File: config.mk
export PLATFORM = sky130hd
export DESIGN_NAME = response_ratio_scheduler_core_flat
export DESIGN_NICKNAME = d
export VERILOG_FILES = /design/src/rtl/core/rrs_pkg.sv /design/src/rtl/core/rrs_req_if.sv /design/src/rtl/core/rrs_rsp_if.sv /design/src/rtl/core/rrs_ram.sv /design/src/rtl/core/response_ratio_scheduler_core.sv /design/src/flat_wrapper.sv
export SDC_FILE = /design/constraint.sdc
export NUM_CORES = 2
export LEC_CHECK = 0
export ABC_AREA = 1
export BUFFER_PORTS_ARGS = -buffer_cell sky130_fd_sc_hd__buf_2
export CAP_MARGIN = 25
export CORE_ASPECT_RATIO = 0.7
export CORE_MARGIN = 3
export CORE_UTILIZATION = 55
export DETAILED_ROUTE_END_ITERATION = 10
export PLACE_DENSITY = 0.71
export SYNTH_ARGS = -nofsm -noshare
export SYNTH_HDL_FRONTEND = slang
export SYNTH_SLANG_ARGS = --single-unit
File: constraint.sdc
create_clock -name clock -period 29.8 [get_ports clock]
set_clock_uncertainty 0.15 [all_clocks]
set_input_delay 2.98 -clock clock [delete_from_list [all_inputs] [get_ports clock]]
set_output_delay 2.98 -clock clock [all_outputs]
set_load 0.01 [all_outputs]
File: src/rtl/core/rrs_pkg.sv
package rrs_pkg;

   // table geometry
   localparam int SLOTS     = 16;
   localparam int RUN_BITS  = 16;
   localparam int WAIT_BITS = 24;

   localparam int SLOT_W = $clog2(SLOTS);
   localparam int CNT_W  = $clog2(SLOTS + 1);
   localparam int MEM_W  = RUN_BITS + WAIT_BITS;
   localparam int PROD_W = RUN_BITS + WAIT_BITS;

   // beat field widths
   localparam int JOB_SLOT_W  = 4;
   localparam int BURST_W     = 16;
   localparam int RAN_SLOT_W  = 4;
   localparam int DONE_WAIT_W = 24;

   // request codes
   localparam logic FUNC_ADD  = 1'b0;
   localparam logic FUNC_TICK = 1'b1;

   localparam logic [63:0] RUN_MAX_W  = (64'd1 << RUN_BITS) - 64'd1;
   localparam logic [63:0] DONE_MAX_W = (64'd1 << DONE_WAIT_W) - 64'd1;
   localparam logic [WAIT_BITS-1:0] WAIT_MAX = '1;

   // clamp a burst onto the run-time field
   function automatic logic [RUN_BITS-1:0] sat_run(input logic [BURST_W-1:0] burst);
      logic [63:0] wide;
      wide = 64'(burst);
      if (wide > RUN_MAX_W) begin
         return RUN_BITS'(RUN_MAX_W);
      end
      return RUN_BITS'(wide);
   endfunction

   // clamp a waiting count onto the reported field
   function automatic logic [DONE_WAIT_W-1:0] sat_done(input logic [WAIT_BITS-1:0] wait_val);
      logic [63:0] wide;
      wide = 64'(wait_val);
      if (wide > DONE_MAX_W) begin
         return DONE_WAIT_W'(DONE_MAX_W);
      end
      return DONE_WAIT_W'(wide);
   endfunction

endpackage

File: src/rtl/core/rrs_req_if.sv
interface rrs_req_if import rrs_pkg::*; ();
   logic                  valid;
   logic                  ready;
   logic                  func;
   logic [JOB_SLOT_W-1:0] job_slot;
   logic [BURST_W-1:0]    burst_time;

   modport source (output valid, output func, output job_slot, output burst_time,
                   input ready);
   modport sink   (input valid, input func, input job_slot, input burst_time,
                   output ready);
endinterface

File: src/rtl/core/rrs_rsp_if.sv
interface rrs_rsp_if import rrs_pkg::*; ();
   logic                   valid;
   logic                   ready;
   logic [RAN_SLOT_W-1:0]  ran_slot;
   logic                   busy_res;
   logic                   job_done;
   logic [DONE_WAIT_W-1:0] done_wait;
   logic                   add_error;

   modport source (output valid, output ran_slot, output busy_res, output job_done,
                   output done_wait, output add_error, input ready);
   modport sink   (input valid, input ran_slot, input busy_res, input job_done,
                   input done_wait, input add_error, output ready);
endinterface

File: src/rtl/core/rrs_ram.sv
module rrs_ram #(
   parameter int WIDTH = 8,
   parameter int DEPTH = 16
) (
   input  logic                     clock,
   input  logic                     wr_en,
   input  logic [$clog2(DEPTH)-1:0] wr_addr,
   input  logic [WIDTH-1:0]         wr_data,
   input  logic                     rd_en,
   input  logic [$clog2(DEPTH)-1:0] rd_addr,
   output logic [WIDTH-1:0]         rd_data
);

   logic [WIDTH-1:0] mem_ff [DEPTH];
   logic [WIDTH-1:0] rd_data_ff;

   always_ff @(posedge clock) begin
      if (wr_en) begin
         mem_ff[wr_addr] <= wr_data;
      end
      if (rd_en) begin
         rd_data_ff <= mem_ff[rd_addr];
      end
   end

   assign rd_data = rd_data_ff;

endmodule

File: src/rtl/core/response_ratio_scheduler_core.sv
// Add beat: ST_ADD loads or rejects the job into the result registers, then ST_HOLD moves the
//   result to the output register once it is free and the next beat is taken in ST_IDLE.
// Tick beat: one RAM sweep in ST_SCAN (one slot read and compared per cycle through a single
//   cross-multiply comparator), then ST_FIN and ST_HOLD, which holds the result until the output register is free.
// Reset (synchronous, active high) clears the active marks, the pending masks and the
//   control state; the slot RAM is not cleared and needs no clearing pass.
module response_ratio_scheduler_core import rrs_pkg::*; (
   input  logic      clock,
   input  logic      reset,
   rrs_req_if.sink   req_bus,
   rrs_rsp_if.source rsp_bus
);

   // sequencer codes
   localparam logic [2:0] ST_IDLE = 3'd0;
   localparam logic [2:0] ST_ADD  = 3'd1;
   localparam logic [2:0] ST_SCAN = 3'd2;
   localparam logic [2:0] ST_FIN  = 3'd3;
   localparam logic [2:0] ST_HOLD = 3'd4;

   localparam logic [CNT_W-1:0] CNT_SLOTS = CNT_W'(SLOTS);

   logic [2:0]             state_ff, state_in;

   // captured request beat
   logic [JOB_SLOT_W-1:0]  cap_slot_ff, cap_slot_in;
   logic [BURST_W-1:0]     cap_burst_ff, cap_burst_in;

   // sweep pipeline: read issue counter and the slot whose data is on the RAM output
   logic [CNT_W-1:0]       cnt_ff, cnt_in;
   logic                   proc_valid_ff, proc_valid_in;
   logic [SLOT_W-1:0]      proc_idx_ff, proc_idx_in;

   // best candidate so far
   logic                   best_valid_ff, best_valid_in;
   logic [SLOT_W-1:0]      best_idx_ff, best_idx_in;
   logic [WAIT_BITS-1:0]   best_w_ff, best_w_in;
   logic [RUN_BITS-1:0]    best_r_ff, best_r_in;

   // slot marks and the updates of the last tick, applied lazily on the next sweep
   logic [SLOTS-1:0]       active_ff, active_in;
   logic [SLOTS-1:0]       pend_wait_ff, pend_wait_in;
   logic                   pend_dec_ff, pend_dec_in;
   logic [SLOT_W-1:0]      pend_idx_ff, pend_idx_in;

   // finished result, waiting for the output register
   logic [RAN_SLOT_W-1:0]  res_slot_ff, res_slot_in;
   logic                   res_busy_ff, res_busy_in;
   logic                   res_done_ff, res_done_in;
   logic [DONE_WAIT_W-1:0] res_wait_ff, res_wait_in;
   logic                   res_err_ff, res_err_in;

   // output register
   logic                   rsp_valid_ff, rsp_valid_in;
   logic [RAN_SLOT_W-1:0]  rsp_slot_ff, rsp_slot_in;
   logic                   rsp_busy_ff, rsp_busy_in;
   logic                   rsp_done_ff, rsp_done_in;
   logic [DONE_WAIT_W-1:0] rsp_wait_ff, rsp_wait_in;
   logic                   rsp_err_ff, rsp_err_in;

   // slot RAM: {wait, remaining}
   logic                   ram_wr_en;
   logic [SLOT_W-1:0]      ram_wr_addr;
   logic [MEM_W-1:0]       ram_wr_data;
   logic                   ram_rd_en;
   logic [SLOT_W-1:0]      ram_rd_addr;
   logic [MEM_W-1:0]       ram_rd_data;

   logic [WAIT_BITS-1:0]   cur_w, upd_w;
   logic [RUN_BITS-1:0]    cur_r, upd_r;
   logic [PROD_W-1:0]      lhs, rhs;
   logic                   take;
   logic                   fin_done;
   logic                   add_err;
   logic [SLOT_W-1:0]      add_idx;
   logic                   req_hs;
   logic                   rsp_free;

   rrs_ram #(
      .WIDTH (MEM_W),
      .DEPTH (SLOTS)
   ) u_slot_ram (
      .clock   (clock),
      .wr_en   (ram_wr_en),
      .wr_addr (ram_wr_addr),
      .wr_data (ram_wr_data),
      .rd_en   (ram_rd_en),
      .rd_addr (ram_rd_addr),
      .rd_data (ram_rd_data)
   );

   assign req_bus.ready     = (state_ff == ST_IDLE);
   assign req_hs            = req_bus.valid && req_bus.ready;
   assign rsp_free          = !rsp_valid_ff || rsp_bus.ready;

   assign rsp_bus.valid     = rsp_valid_ff;
   assign rsp_bus.ran_slot  = rsp_slot_ff;
   assign rsp_bus.busy_res  = rsp_busy_ff;
   assign rsp_bus.job_done  = rsp_done_ff;
   assign rsp_bus.done_wait = rsp_wait_ff;
   assign rsp_bus.add_error = rsp_err_ff;

   // issue one read per sweep cycle
   assign ram_rd_en   = (state_ff == ST_SCAN) && (cnt_ff < CNT_SLOTS);
   assign ram_rd_addr = SLOT_W'(cnt_ff);

   // apply last tick's pending updates to the slot on the RAM output
   assign cur_w = ram_rd_data[MEM_W-1:RUN_BITS];
   assign cur_r = ram_rd_data[RUN_BITS-1:0];
   assign upd_w = (pend_wait_ff[proc_idx_ff] && (cur_w != WAIT_MAX))
                  ? cur_w + WAIT_BITS'(1) : cur_w;
   assign upd_r = (pend_dec_ff && (proc_idx_ff == pend_idx_ff))
                  ? cur_r - RUN_BITS'(1) : cur_r;

   // exact ratio compare: w_i * r_best against w_best * r_i; strict, so ties keep the lower slot
   assign lhs  = PROD_W'(upd_w) * PROD_W'(best_r_ff);
   assign rhs  = PROD_W'(best_w_ff) * PROD_W'(upd_r);
   assign take = proc_valid_ff && active_ff[proc_idx_ff] && (!best_valid_ff || (lhs > rhs));

   assign fin_done = best_valid_ff && (best_r_ff == RUN_BITS'(1));

   assign add_idx = SLOT_W'(cap_slot_ff);
   assign add_err = (32'(cap_slot_ff) >= SLOTS) || (cap_burst_ff == '0)
                    || active_ff[add_idx];

   always_comb begin
      state_in      = state_ff;
      cap_slot_in   = cap_slot_ff;
      cap_burst_in  = cap_burst_ff;
      cnt_in        = cnt_ff;
      proc_valid_in = 1'b0;
      proc_idx_in   = proc_idx_ff;
      best_valid_in = best_valid_ff;
      best_idx_in   = best_idx_ff;
      best_w_in     = best_w_ff;
      best_r_in     = best_r_ff;
      active_in     = active_ff;
      pend_wait_in  = pend_wait_ff;
      pend_dec_in   = pend_dec_ff;
      pend_idx_in   = pend_idx_ff;
      res_slot_in   = res_slot_ff;
      res_busy_in   = res_busy_ff;
      res_done_in   = res_done_ff;
      res_wait_in   = res_wait_ff;
      res_err_in    = res_err_ff;
      rsp_valid_in  = rsp_valid_ff && !rsp_bus.ready;
      rsp_slot_in   = rsp_slot_ff;
      rsp_busy_in   = rsp_busy_ff;
      rsp_done_in   = rsp_done_ff;
      rsp_wait_in   = rsp_wait_ff;
      rsp_err_in    = rsp_err_ff;
      ram_wr_en     = 1'b0;
      ram_wr_addr   = proc_idx_ff;
      ram_wr_data   = {upd_w, upd_r};

      case (state_ff)
         ST_IDLE: begin
            // take the beat and decode it
            if (req_hs) begin
               cap_slot_in   = req_bus.job_slot;
               cap_burst_in  = req_bus.burst_time;
               cnt_in        = '0;
               best_valid_in = 1'b0;
               state_in      = (req_bus.func == FUNC_TICK) ? ST_SCAN : ST_ADD;
            end
         end
         ST_ADD: begin
            // load a fresh job, or reject it and leave the table as it is
            if (!add_err) begin
               ram_wr_en          = 1'b1;
               ram_wr_addr        = add_idx;
               ram_wr_data        = {WAIT_BITS'(0), sat_run(cap_burst_ff)};
               active_in[add_idx] = 1'b1;
            end
            res_slot_in = '0;
            res_busy_in = 1'b0;
            res_done_in = 1'b0;
            res_wait_in = '0;
            res_err_in  = add_err;
            state_in    = ST_HOLD;
         end
         ST_SCAN: begin
            if (ram_rd_en) begin
               cnt_in        = cnt_ff + CNT_W'(1);
               proc_valid_in = 1'b1;
               proc_idx_in   = SLOT_W'(cnt_ff);
            end
            // write back the brought-up-to-date slot and compare it
            if (proc_valid_ff && active_ff[proc_idx_ff]) begin
               ram_wr_en = 1'b1;
            end
            if (take) begin
               best_valid_in = 1'b1;
               best_idx_in   = proc_idx_ff;
               best_w_in     = upd_w;
               best_r_in     = upd_r;
            end
            if (cnt_ff == CNT_SLOTS) begin
               state_in = ST_FIN;
            end
         end
         ST_FIN: begin
            // run the pick: others wait, the pick loses one unit on the next sweep
            res_err_in = 1'b0;
            if (best_valid_ff) begin
               res_slot_in  = RAN_SLOT_W'(best_idx_ff);
               res_busy_in  = 1'b1;
               res_done_in  = fin_done;
               res_wait_in  = fin_done ? sat_done(best_w_ff) : '0;
               pend_wait_in = active_ff & ~(SLOTS'(1) << best_idx_ff);
               pend_dec_in  = !fin_done;
               pend_idx_in  = best_idx_ff;
               if (fin_done) begin
                  active_in[best_idx_ff] = 1'b0;
               end
            end else begin
               res_slot_in  = '0;
               res_busy_in  = 1'b0;
               res_done_in  = 1'b0;
               res_wait_in  = '0;
               pend_wait_in = '0;
               pend_dec_in  = 1'b0;
            end
            state_in = ST_HOLD;
         end
         ST_HOLD: begin
            // hold the result until the output register is free
            if (rsp_free) begin
               rsp_valid_in = 1'b1;
               rsp_slot_in  = res_slot_ff;
               rsp_busy_in  = res_busy_ff;
               rsp_done_in  = res_done_ff;
               rsp_wait_in  = res_wait_ff;
               rsp_err_in   = res_err_ff;
               state_in     = ST_IDLE;
            end
         end
         default: begin
            state_in = ST_IDLE;
         end
      endcase
   end

   always_ff @(posedge clock) begin
      if (reset) begin
         state_ff      <= ST_IDLE;
         cnt_ff        <= '0;
         proc_valid_ff <= 1'b0;
         best_valid_ff <= 1'b0;
         active_ff     <= '0;
         pend_wait_ff  <= '0;
         pend_dec_ff   <= 1'b0;
         rsp_valid_ff  <= 1'b0;
      end else begin
         state_ff      <= state_in;
         cnt_ff        <= cnt_in;
         proc_valid_ff <= proc_valid_in;
         best_valid_ff <= best_valid_in;
         active_ff     <= active_in;
         pend_wait_ff  <= pend_wait_in;
         pend_dec_ff   <= pend_dec_in;
         rsp_valid_ff  <= rsp_valid_in;
      end
   end

   always_ff @(posedge clock) begin
      cap_slot_ff  <= cap_slot_in;
      cap_burst_ff <= cap_burst_in;
      proc_idx_ff  <= proc_idx_in;
      best_idx_ff  <= best_idx_in;
      best_w_ff    <= best_w_in;
      best_r_ff    <= best_r_in;
      pend_idx_ff  <= pend_idx_in;
      res_slot_ff  <= res_slot_in;
      res_busy_ff  <= res_busy_in;
      res_done_ff  <= res_done_in;
      res_wait_ff  <= res_wait_in;
      res_err_ff   <= res_err_in;
      rsp_slot_ff  <= rsp_slot_in;
      rsp_busy_ff  <= rsp_busy_in;
      rsp_done_ff  <= rsp_done_in;
      rsp_wait_ff  <= rsp_wait_in;
      rsp_err_ff   <= rsp_err_in;
   end

   // pending wait credit only ever covers live jobs
   assert property (@(posedge clock) disable iff (reset)
      (pend_wait_ff & ~active_ff) == '0)
      else $error("pending wait credit on an inactive slot");

   // the deferred run decrement targets a live job
   assert property (@(posedge clock) disable iff (reset)
      pend_dec_ff |-> active_ff[pend_idx_ff])
      else $error("pending decrement on an inactive slot");

   // a finishing job leaves the table
   assert property (@(posedge clock) disable iff (reset)
      (state_ff == ST_FIN) && fin_done |=> !active_ff[$past(best_idx_ff)])
      else $error("finished job still marked active");

   // a completion beat is always a busy tick, never a rejected add
   assert property (@(posedge clock) disable iff (reset)
      rsp_valid_ff && rsp_done_ff |-> rsp_busy_ff && !rsp_err_ff)
      else $error("completion reported without a running job");

   // the RAM is never read and written at the same entry in one cycle
   assert property (@(posedge clock) disable iff (reset)
      ram_wr_en && ram_rd_en |-> ram_wr_addr != ram_rd_addr)
      else $error("slot RAM read and write collide");

endmodule
File: src/flat_wrapper.sv
// flat-port wrapper written by rule: the top's interface ports become plain ports
module response_ratio_scheduler_core_flat import rrs_pkg::*;
  (clock, reset, req_bus_valid, req_bus_func, req_bus_job_slot, req_bus_burst_time, req_bus_ready, rsp_bus_valid, rsp_bus_ran_slot, rsp_bus_busy_res, rsp_bus_job_done, rsp_bus_done_wait, rsp_bus_add_error, rsp_bus_ready);
  rrs_req_if req_bus_i ();
  rrs_rsp_if rsp_bus_i ();
  input  logic clock;
  input  logic reset;
  input wire logic [$bits(req_bus_i.valid)-1:0] req_bus_valid;
  input wire logic [$bits(req_bus_i.func)-1:0] req_bus_func;
  input wire logic [$bits(req_bus_i.job_slot)-1:0] req_bus_job_slot;
  input wire logic [$bits(req_bus_i.burst_time)-1:0] req_bus_burst_time;
  output wire logic [$bits(req_bus_i.ready)-1:0] req_bus_ready;
  output wire logic [$bits(rsp_bus_i.valid)-1:0] rsp_bus_valid;
  output wire logic [$bits(rsp_bus_i.ran_slot)-1:0] rsp_bus_ran_slot;
  output wire logic [$bits(rsp_bus_i.busy_res)-1:0] rsp_bus_busy_res;
  output wire logic [$bits(rsp_bus_i.job_done)-1:0] rsp_bus_job_done;
  output wire logic [$bits(rsp_bus_i.done_wait)-1:0] rsp_bus_done_wait;
  output wire logic [$bits(rsp_bus_i.add_error)-1:0] rsp_bus_add_error;
  input wire logic [$bits(rsp_bus_i.ready)-1:0] rsp_bus_ready;
  assign req_bus_i.valid = req_bus_valid;
  assign req_bus_i.func = req_bus_func;
  assign req_bus_i.job_slot = req_bus_job_slot;
  assign req_bus_i.burst_time = req_bus_burst_time;
  assign req_bus_ready = req_bus_i.ready;
  assign rsp_bus_valid = rsp_bus_i.valid;
  assign rsp_bus_ran_slot = rsp_bus_i.ran_slot;
  assign rsp_bus_busy_res = rsp_bus_i.busy_res;
  assign rsp_bus_job_done = rsp_bus_i.job_done;
  assign rsp_bus_done_wait = rsp_bus_i.done_wait;
  assign rsp_bus_add_error = rsp_bus_i.add_error;
  assign rsp_bus_i.ready = rsp_bus_ready;
  response_ratio_scheduler_core u_core (.clock(clock), .reset(reset), .req_bus(req_bus_i), .rsp_bus(rsp_bus_i));
endmodule
==> impl_metrics.json <==
{
  "status": "finished, final reports clean",
  "nets": 7202,
  "cts_setup_buffers": 0,
  "grt_pass1_vias": 44600,
  "drt_iter0_drc": 5748,
  "syn-num-nets": 7258,
  "track_usage_pct": 31.9,
  "grt_pass1_wl_um": 277000,
  "initial_core_util_pct": 56.0,
  "cp.arrival_ns": 11.75,
  "crit_path_start_kind": "register",
  "clock_path_buffers": 3,
  "min-delay-path-class": "reg -> reg",
  "final_layout_size_suffix_gt1_share_pct": 5.96,
  "routabilityCongestion": 0.992,
  "path_class": "reg -> reg",
  "numPortBuffers": 57,
  "cp_max_fo": 27,
  "fmax_mhz": 86.4,
  "reg2reg_slack_ns": 18.22,
  "synth_top_area_share_pct": 39.9,
  "clk_latency_ns": 0.70,
  "routed_via_density": 5.89,
  "htree_levels": 3,
  "first_pass_iters": 7,
  "cts_tree": "done",
  "routed_wl_um": 182000,
  "worstRegToRegCells": 39,
  "pin_count": 58,
  "synth_async_sr_flop_share_pct": 0,
  "cp_data_required_time_ns": 29.97,
  "synth_commonest_cells": "1059 x nand2_1, 1028 x inv_1, 877 x nor2_1, 814 x edfxtp_1, 612 x fa_1",
  "hold_depth": 0,
  "fin_ws_ns": 18.22,
  "fin_tns_setup_ns": 0,
  "area_growth_pct": 6.73,
  "synth_top_area_cell": "edfxtp_1",
  "synthFlopType": "edfxtp_1",
  "drc_errors": 0,
  "rr_endpoint": "u_core.best_w_ff[11]",
  "cp_top_family": "simple AND/OR/NAND/NOR gates",
  "synth_seq_cells": 858,
  "core_mm2": 0.110,
  "cts_hold_buf": 0,
  "crit_path_frequent_cell": "nand2_1",
  "cts_made_buffers": 81,
  "layout_min_cycle_time_ns": 11.58,
  "grt_max_degree": 147,
  "rows": 101,
  "synth_area_leaders": "edfxtp_1 40%, fa_1 20%, nand2_1 6.5%",
  "dp_hpwl_um": 127000,
  "r2r-start": "u_core.proc_idx_ff[0]",
  "rsz0062_at_grt": "false",
  "antenna_found_initial": 2,
  "vias": 46000,
  "yosysMostFrequentCell": "nand2_1",
  "crit_path_top_delay_cell": "edfxtp_1",
  "drv_cap": 0,
  "seq_area_frac_synth_pct": 41.3,
  "yosys_warnings": 0,
  "cts_root_buffer": "clkbuf_16",
  "period_share_pct": 38.9,
  "die_w_um": 405,
  "synthCells": 6353,
  "synth_cell_types": 53,
  "syn_avg_cell_area_um2": 9.65,
  "cts-resized-gates": 0,
  "die_area_mm2": 0.116,
  "grt_overflow": 0,
  "hp-start": "u_core.res_wait_ff[14]",
  "max_slew_margin_pct": 24.1,
  "holdPathEnd": "u_core.rsp_bus.done_wait[14]",
  "avgRoutedWirePerCell_um": 23.3,
  "path_buf_inv": 6,
  "hold_viol": 0,
  "clock-sinks": 858,
  "critical_path_depth": 39,
  "worst_pin_slew_ns": 1.14,
  "crit_path_end_kind": "register",
  "synth_area_mm2": 0.0613,
  "dieHeight_um": 285,
  "drv_slew": 0,
  "insertedDiodeCount": 0,
  "final_antenna_net_count": 0,
  "n_fill_cell": 9159,
  "cts.clk_slew.worst_paths_ns": 0.06,
  "synth_edf_count": 814,
  "slowest_delay_ns": 0.74,
  "post-place-ws_ns": 18.45,
  "finalSetupViolCount": 0
}
==> per-stage QoR <==
step | hold slack [ns] | area (µm²) | cells | util, %
floorplan | 0.250 | 61300 | 6353 | -
CTS | 0.270 | 65400 | 7802 | 59.7
finish | 0.268 | 65400 | 7803 | 59.7
global route | 0.272 | 65400 | 7803 | 59.7
detailed placement | 0.255 | 62900 | 7655 | 57.4
global placement | 0.252 | 62800 | 7649 | 57.3
==> worst max-delay path by stage <==
| stage | from | slack, ns | endpoint |
|---|---|---|---|
| after floorplan | u_core.u_slot_ram.rd_data[16] | 19.73 | u_core.best_idx_ff[0] |
| after global placement | u_core.proc_idx_ff[0] | 18.42 | u_core.best_w_ff[12] |
| after detailed placement | u_core.proc_idx_ff[0] | 18.45 | u_core.best_w_ff[18] |
| after CTS | u_core.proc_idx_ff[0] | 18.39 | u_core.best_w_ff[11] |
| after global routing | u_core.proc_idx_ff[0] | 17.49 | u_core.best_w_ff[11] |
| final | u_core.proc_idx_ff[0] | 18.22 | u_core.best_w_ff[11] |
==> logic make-up (layout without fill, tap and decap cells) <==
group           Yosys count  in the layout  synth area share (%)
xor+xnor                 95             95                  1.37
simple gates           2373           2373                  16.0
flops                   858            858                  41.3
fa+ha+maj               880            880                  25.5
buf+inv                1334           1342                  8.64
compound gates          813            813                  7.21
==> state kept, by name, indices dropped and copies added, names as in the netlist, 5 cells and up <==
| name | cells |
|---|---|
| u_core.active_ff | 16 |
| u_core.res_wait_ff | 24 |
| u_core.cap_burst_ff | 16 |
| u_core.best_r_ff | 16 |
| u_core.u_slot_ram.mem_ff | 640 |
| u_core.rsp_bus.done_wait | 24 |
| u_core.best_w_ff | 24 |
| u_core.u_slot_ram.rd_data | 40 |
| u_core.pend_wait_ff | 16 |
| u_core.cnt_ff | 5 |
==> layer usage <==
layer	up-vias	GRT usage [%]	part of all wire [%]	wire [µm]
met1	22500	48.8	43	78500
met5	-	0.543	0.056	102
met4	4	6.91	2.2	3970
met2	2899	43.2	40	72700
li1	20300	-	-	-
met3	269	11.5	15	26900
==> layout by cell type, fill, tap and decap left out, types with 5 or more instances in the layout <==
cell type,instances
bufinv_16,5
o21bai_1,12
nor2_4,25
nand2_4,11
clkinv_2,21
o22ai_1,162
inv_2,22
nand3_1,224
dfxtp_1,42
nor3_1,25
nor2_1,856
nand2_1,1059
o211ai_1,7
buf_6,6
edfxtp_1,814
nand3b_1,6
nand4_1,90
a21o_1,9
a21boi_0,7
nor2_2,11
xnor2_1,21
buf_4,69
nor4_1,10
nand2_2,37
clkinv_1,26
clkbuf_1,13
a31oi_1,15
ha_1,268
fa_1,612
clkbuf_16,81
xor2_1,73
a21oi_1,153
inv_1,1025
o21ai_0,430
buf_2,57
==> cell type report <==
| type | count | area (µm²) | share of cell area [%] |
|---|---|---|---|
| clock buffer | 94 | 2080 | 3.17 |
| clock inverter | 53 | 484 | 0.740 |
| inverter | 1062 | 4000 | 6.12 |
| multi-input combinational | 4161 | 30900 | 47.1 |
| sequential | 858 | 25300 | 38.7 |
| tap | 1442 | 1800 | 2.76 |
| timing repair buffer | 133 | 885 | 1.35 |
Power is left out: the tool's default activity adds up to more than one toggle a clock period on the data nets, which glitch-free logic cannot reach.
